File: src/sv/ffba_pkg.sv
// Shared constants, codes and types of the first-fit block allocator.
package ffba_pkg;

  // Default heap size in 8-byte granules.
  localparam int HEAP_GRANULES_DFLT = 4096;

  // Fixed field widths.
  localparam int REQ_W  = 24;               // request_bytes
  localparam int ADDR_W = 32;               // block_address, payload_address, heap_base
  localparam int STAT_W = 2;                // status
  localparam int NG_W   = REQ_W - 3 + 1;    // granules of a rounded-up request

  // Operation codes (request tuser).
  localparam logic OP_ALLOC = 1'b0;
  localparam logic OP_FREE  = 1'b1;

  // Status codes (result tuser).
  localparam logic [STAT_W-1:0] ST_ALLOCATED = 2'd0;
  localparam logic [STAT_W-1:0] ST_NO_SPACE  = 2'd1;
  localparam logic [STAT_W-1:0] ST_FREED     = 2'd2;

  typedef struct packed {
    logic [STAT_W-1:0] status;
    logic [ADDR_W-1:0] payload_address;
  } ffba_result_t;

endpackage

File: src/sv/ffba_out_reg.sv
// Result output register: holds one result until the downstream side takes it.
module ffba_out_reg (
  input  logic                      clk,
  input  logic                      rst,
  input  logic                      load,
  input  ffba_pkg::ffba_result_t    load_data,
  output logic                      load_ready,
  output logic                      m_axis_tvalid,
  input  logic                      m_axis_tready,
  output logic [ffba_pkg::ADDR_W-1:0] m_axis_tdata,
  output logic [ffba_pkg::STAT_W-1:0] m_axis_tuser
);
  import ffba_pkg::*;

  ffba_result_t held;

  assign load_ready    = !m_axis_tvalid || m_axis_tready;
  assign m_axis_tdata  = held.payload_address;
  assign m_axis_tuser  = held.status;

  always_ff @(posedge clk) begin
    if (rst) begin
      m_axis_tvalid <= 1'b0;
    end else if (load && load_ready) begin
      m_axis_tvalid <= 1'b1;
    end else if (m_axis_tready) begin
      m_axis_tvalid <= 1'b0;
    end
  end

  always_ff @(posedge clk) begin
    if (load && load_ready) begin
      held <= load_data;
    end
  end

endmodule

File: config.mk
export PLATFORM = sky130hd
export DESIGN_NAME = ffba_out_reg
export DESIGN_NICKNAME = d
export VERILOG_FILES = /design/src/sv/ffba_pkg.sv /design/src/sv/ffba_out_reg.sv
export SDC_FILE = /design/constraint.sdc
export NUM_CORES = 1
export LEC_CHECK = 0
export BUFFER_PORTS_ARGS = -buffer_cell sky130_fd_sc_hd__buf_2
export CAP_MARGIN = 0
export CORE_MARGIN = 4
export CORE_UTILIZATION = 40
export CTS_CLUSTER_SIZE = 30
export DETAILED_ROUTE_END_ITERATION = 8
export HOLD_SLACK_MARGIN = 0.08
export PLACE_DENSITY = 0.78
export SYNTH_ARGS = -nofsm -noshare
export SYNTH_HDL_FRONTEND = slang
export SYNTH_SLANG_ARGS = --single-unit
File: constraint.sdc
create_clock -name clk -period 2.8 [get_ports clk]
set_input_delay 0.42 -clock clk [delete_from_list [all_inputs] [get_ports clk]]
set_output_delay 0.42 -clock clk [all_outputs]
set_load 0.005 [all_outputs]
==> flow_metrics.tcl, run 1 <==
set metrics [dict create \
    seq_area_frac_synth_pct 96.74 \
    wl_per_cell_um 13.39 \
    dpl-instance-area_um2 1479 \
    vias_per_cell 4.313 \
    cp_cell_sequence "nand2b_4, buf_2" \
    clk_latency_ns 0.32 \
    post-synth-top-area-fraction_pct 94.88 \
    p_leak_nw 0.6783 \
    syn_avg_cell_area_um2 27.59 \
    path_buf_inv 1 \
    hp-class "in -> reg" \
    worstPathMaxFanout 3 \
    p_per_area_nw_per_um2 623.8 \
    yosys.area_share.simple_pct 2.093 \
    critPathTopFamily "flip-flops" \
    tns_ns 0 \
    yosysWarnings 0 \
    cpPeakStageDelay_ns 0.38 \
    period_needed_ns 1.309 \
    core_area_um2 2522 \
    drt-initial-drc-count 9 \
    gp_congestion 0.6421 \
    cp.arrival_ns 0.89 \
    grt_pass1_wl_um 2994 \
    synth_top_family_by_area "simple AND/OR/NAND/NOR gates" \
    cts_tree "yes" \
    synth-xor-area-share_pct 0 \
    synthMuxAreaShare_pct 0 \
    cts_setup_buffers 0 \
    final_util_pct 61.01 \
    chipHeight_um 59.87 \
    diodes 0 \
    synth_top_area_cell "edfxtp_1" \
    drt-met1-wl_um 569 \
    start_kind "flop" \
    grt.overflow.total 0 \
    clk_path_buf_depth 2 \
    areaGrowthSynthToFinish_pct 43.02 \
    grt_setup_unrepaired "no" \
    antenna_left 0 \
    cts_resized 0 \
    fillCellCount 208 \
    synthArstFlopShare_pct 0 \
    synth_flop_cell "edfxtp_1" \
    netlist_instances 39 \
    report.final.slew_viol_count 0 \
    wl_met3_um 446 \
    status "complete, no violations" \
    cts.clk_slew.worst_paths_ns 0.10 \
    max-cap-violations 0 \
    p_total_mw 0.9600 \
    grt_max_degree 35 \
    slowest_stage "dfxtp_1" \
    holdBufCountCts 0 \
    vias 647 \
    portBuffers 73 \
    hold_violations 0 \
    antenna_found_initial 0 \
    dr.pass1.iters 4 \
    required_ns 2.38 \
    cts_root_buf "clkbuf_4" \
    routed_wl_um 2008 \
    tightest_slew_ns 0.4206 \
    fin_worst_skew_ns 0.01012 \
    peakVddDrop_v 0.0004968 \
    dp_slack_ns 1.395 \
    synth_fa_ha_area_share_pct 0 \
    criticalPathCategory "reg -> out" \
    slew-limit-headroom_pct 71.96 \
    start_util_pct 42.66 \
    track_usage_pct 12.72 \
    clock.fmax_mhz 763.7 \
    synthesis.area_um2 1076 \
    netlist_top_cells_area "edfxtp_1, dfxtp_1, nand2b_4" \
    end_kind "output port" \
    met2_wirelength_um 965 \
    htreeDepth 2 \
    design_area_um2 1539 \
    drcViolationCount 0 \
    final_nets 157 \
    synth_fp_nets 77 \
    die_area_um2 3584 \
    yosysUniqueCellTypes 6 \
    synth_compound_area_share_pct 0.8140 \
    synth_seq_cells 35 \
    synth_edf_count 34 \
    rrSetupSlack_ns 1.61 \
    drive_above_1_share_pct 69.17 \
    top_level_ports 74 \
    finalSetupViolCount 0 \
    timing.final.ws_setup_ns 1.491 \
    cts_buffers 5 \
    rows 18 \
    dp_hpwl_um 1556 \
    yosysMostFrequentCell "edfxtp_1" \
    die_w_um 59.87 \
    highest_layer "met4" \
    grt_pass1_vias 655 \
    cts.sinks 35 \
    finalCritPeriodShare_pct 46.77 \
]
area by class of cell:
type                    instances  area (um^2)  share of cell area, %
flip-flops and latches         35         1041                  67.64
repair buffers                 73        365.4                  23.74
clock buffers                   7        55.05                  3.577
well taps                      30        37.54                  2.439
multi-input cells               3        31.28                  2.033
clock inverters                 1        5.005                 0.3252
inverters                       1        3.754                 0.2439
where the power goes:
group          internal [mW]  total, mW  switching, mW
Clock                  0.122      0.270          0.148
Combinational         0.0392     0.0736         0.0344
Sequential             0.610      0.617        0.00671
Total                  0.771      0.960          0.189
cell families (layout without fill, tap and decap cells):
logic type	Yosys count	after routing
and+or+nand+nor	2	2
AOI/OAI and AO/OA	1	1
DFF	35	35
buffers and inverters	1	82
placed cells by master (no fill, tap or decap):
cell type / instances
inv_1: 1
and2_4: 1
dfxtp_1: 1
clkbuf_1: 1
clkbuf_4: 5
clkbuf_8: 1
a21oi_2: 1
nand2b_4: 1
edfxtp_1: 34
clkinv_2: 1
buf_2: 73
routing by layer:
metal	vias up	track usage [%]
met2	50	18.06
li1	313	-
met1	279	10.94
met5	-	0
met4	0	7.911
met3	5	12.96
registers in the layout (all words and copies together) (netlist names):
register and cells:
m_axis_tdata 32, m_axis_tuser 2, m_axis_tvalid 1
final timing paths:
| kind | cells past startpoint | start | to |
|---|---|---|---|
| setup / recovery | 2 | m_axis_tvalid | load_ready |
| hold / removal | 2 | rst | m_axis_tvalid |
| setup reg to reg | 2 | m_axis_tvalid | m_axis_tdata[4] |
| hold reg to reg | 2 | m_axis_tvalid | m_axis_tvalid |
per-stage QoR:
stage,hold slack (ns),instances
floorplan,0.4824,39
global placement,0.4795,142
detailed placement,0.4864,142
CTS,0.2199,150
global route,0.2141,150
finish,0.2402,150
Power figures use the tool's default switching activity.
==> run 2, diff against run 1 <==
- ABC_AREA: unset -> 1
- CORE_UTILIZATION: 40 -> 39
- PLACE_DENSITY: 0.78 -> 0.76
- clock period: 2.8 -> 1.3 ns (I/O delays scaled with it)
==> flow_metrics.tcl, run 2 <==
set metrics [dict create \
    p_total_mw 2.185 \
    fin_worst_skew_ns 0.01498 \
    status "complete, no violations" \
    final_util_pct 76.01 \
    track_usage_pct 17.11 \
    synth_seq_cells 35 \
    areaGrowthSynthToFinish_pct 81.03 \
    clk_latency_ns 0.33 \
    yosysUniqueCellTypes 7 \
    cts_root_buf "clkbuf_4" \
    synthArstFlopShare_pct 0 \
    top_level_ports 74 \
    criticalPathCategory "reg -> out" \
    drcViolationCount 0 \
    cts_setup_buffers 0 \
    worstPathMaxFanout 3 \
    multi_input_area_um2 31.28 \
    layout.cells.non_filler 188 \
    end_kind "output port" \
    yosysWarnings 0 \
    period_needed_ns 1.097 \
    synth_top_area_cell "edfxtp_1" \
    finalSetupViolCount 0 \
    seq_area_um2 1042 \
    vias_per_cell 4.441 \
    max-cap-violations 0 \
    final_common_cell "buf_2" \
    cts_buffers 5 \
    antenna_left 0 \
    synth_flop_cell "edfxtp_1" \
    cts.sinks 35 \
    r2r-start "m_axis_tvalid" \
    report.final.slew_viol_count 0 \
    routed_wl_um 2872 \
    synth_edf_count 34 \
    p_per_area_nw_per_um2 1130 \
    cp.arrival_ns 0.90 \
    portBuffers 73 \
    tightest_slew_ns 0.2012 \
    finalCritPeriodShare_pct 84.38 \
    core_area_um2 2545 \
    yosysMostFrequentCell "edfxtp_1" \
    fillCellCount 154 \
    start_kind "flop" \
    cts.clk_slew.worst_paths_ns 0.10 \
    die_area_um2 3642 \
    vias 835 \
    wl_per_cell_um 15.28 \
    grt_pass1_vias 912 \
    rows 18 \
    syn_avg_cell_area_um2 26.71 \
    hp-class "in -> reg" \
    dp.cells 145 \
    antenna_found_initial 0 \
    drt-initial-drc-count 17 \
    dr.pass1.iters 2 \
    chipHeight_um 60.35 \
    grt.overflow.total 0 \
    synth_fp_nets 78 \
    grt_max_degree 20 \
    synthesis.area_um2 1069 \
    grt_setup_unrepaired "no" \
    netlist_top_cells_area "edfxtp_1, dfxtp_1, a21oi_2" \
    start_util_pct 41.99 \
    p_leak_nw 0.8406 \
    post-synth-top-area-fraction_pct 95.55 \
    hold_violations 0 \
    htreeDepth 2 \
    diodes 0 \
    hold_start "m_axis_tready" \
    dp_hpwl_um 1663 \
    die_w_um 60.35 \
    peakVddDrop_v 0.001060 \
    final_cell_mix "buf_2, dlygate4sd3_1, edfxtp_1" \
    seq_area_frac_synth_pct 97.42 \
    grt_pass1_wl_um 4126 \
    gp_congestion 0.6647 \
    drive_above_1_share_pct 55.06 \
    final_nets 195 \
    largest_reg_flops 32 \
    required_ns 1.11 \
    slew-limit-headroom_pct 86.56 \
    clk_path_buf_depth 2 \
    crit_path_start "m_axis_tvalid" \
    cts_tree "yes" \
    clock.fmax_mhz 911.6 \
    netlist_instances 40 \
    tns_ns 0 \
]
## run 2: worst max-delay path: stages, from the launching register on
cell	delay, ns
dfxtp_2	0.38
nand2_2	0.07
buf_2	0.12
## run 2: where the power goes
part | switching, mW | total, mW | internal, mW
Clock | 0.322 | 0.584 | 0.262
Sequential | 0.0184 | 1.33 | 1.31
Combinational | 0.101 | 0.268 | 0.167
## run 2: cells by family (layout without fill, tap and decap cells)
group | count (synthesis) | count (layout) | share of synthesized area, %
AO/OA/AOI/OAI | 2 | 2 | 1.288
buffers and inverters | 2 | 120 | 0.7019
AND/OR/NAND/NOR | 1 | 1 | 0.5859
flip-flops | 35 | 35 | 97.42
## run 2: what timing repair did
action	CTS	global route
hold buffers	35	0
resized for setup	0	0
setup endpoints to repair	0	0
endpoints found under the hold margin	35	0
## run 2: path summary, 6_finish.rpt
kind | end | slack [ns] | cells after the start
worst min register to register | m_axis_tvalid | 0.51 | 2
worst max register to register | m_axis_tdata[30] | 0.26 | 2
worst min-delay path | m_axis_tvalid | 0.14 | 4
worst max-delay path | load_ready | 0.20 | 2
## run 2: final cells by class
class	count	share of cell area, %
clock inverters	1	0.2587
flip-flops and latches	35	53.88
multi-input cells	3	1.617
clock buffers	7	2.846
well taps	30	1.940
inverters	2	0.3881
repair buffers	110	39.07
## run 2: per-layer routing
metal / wire length [um] / GRT usage, % / share of wire, %
met1: 984 / 16.88 / 34
met2: 1405 / 27.16 / 49
met3: 370 / 9.787 / 13
met4: 111 / 11.71 / 3.9
met5: 0 / 0 / 0
## run 2: stage by stage
step	hold slack, ns	instance area [um^2]	setup slack (ns)
after detailed placement	0.3511	1524	0.2659
after global routing	0.1404	1934	0.1605
after CTS	0.1112	1934	0.1938
after global placement	0.3477	1524	0.2857
final	0.1440	1934	0.2030
after floorplan	0.2501	1081	-0.04680
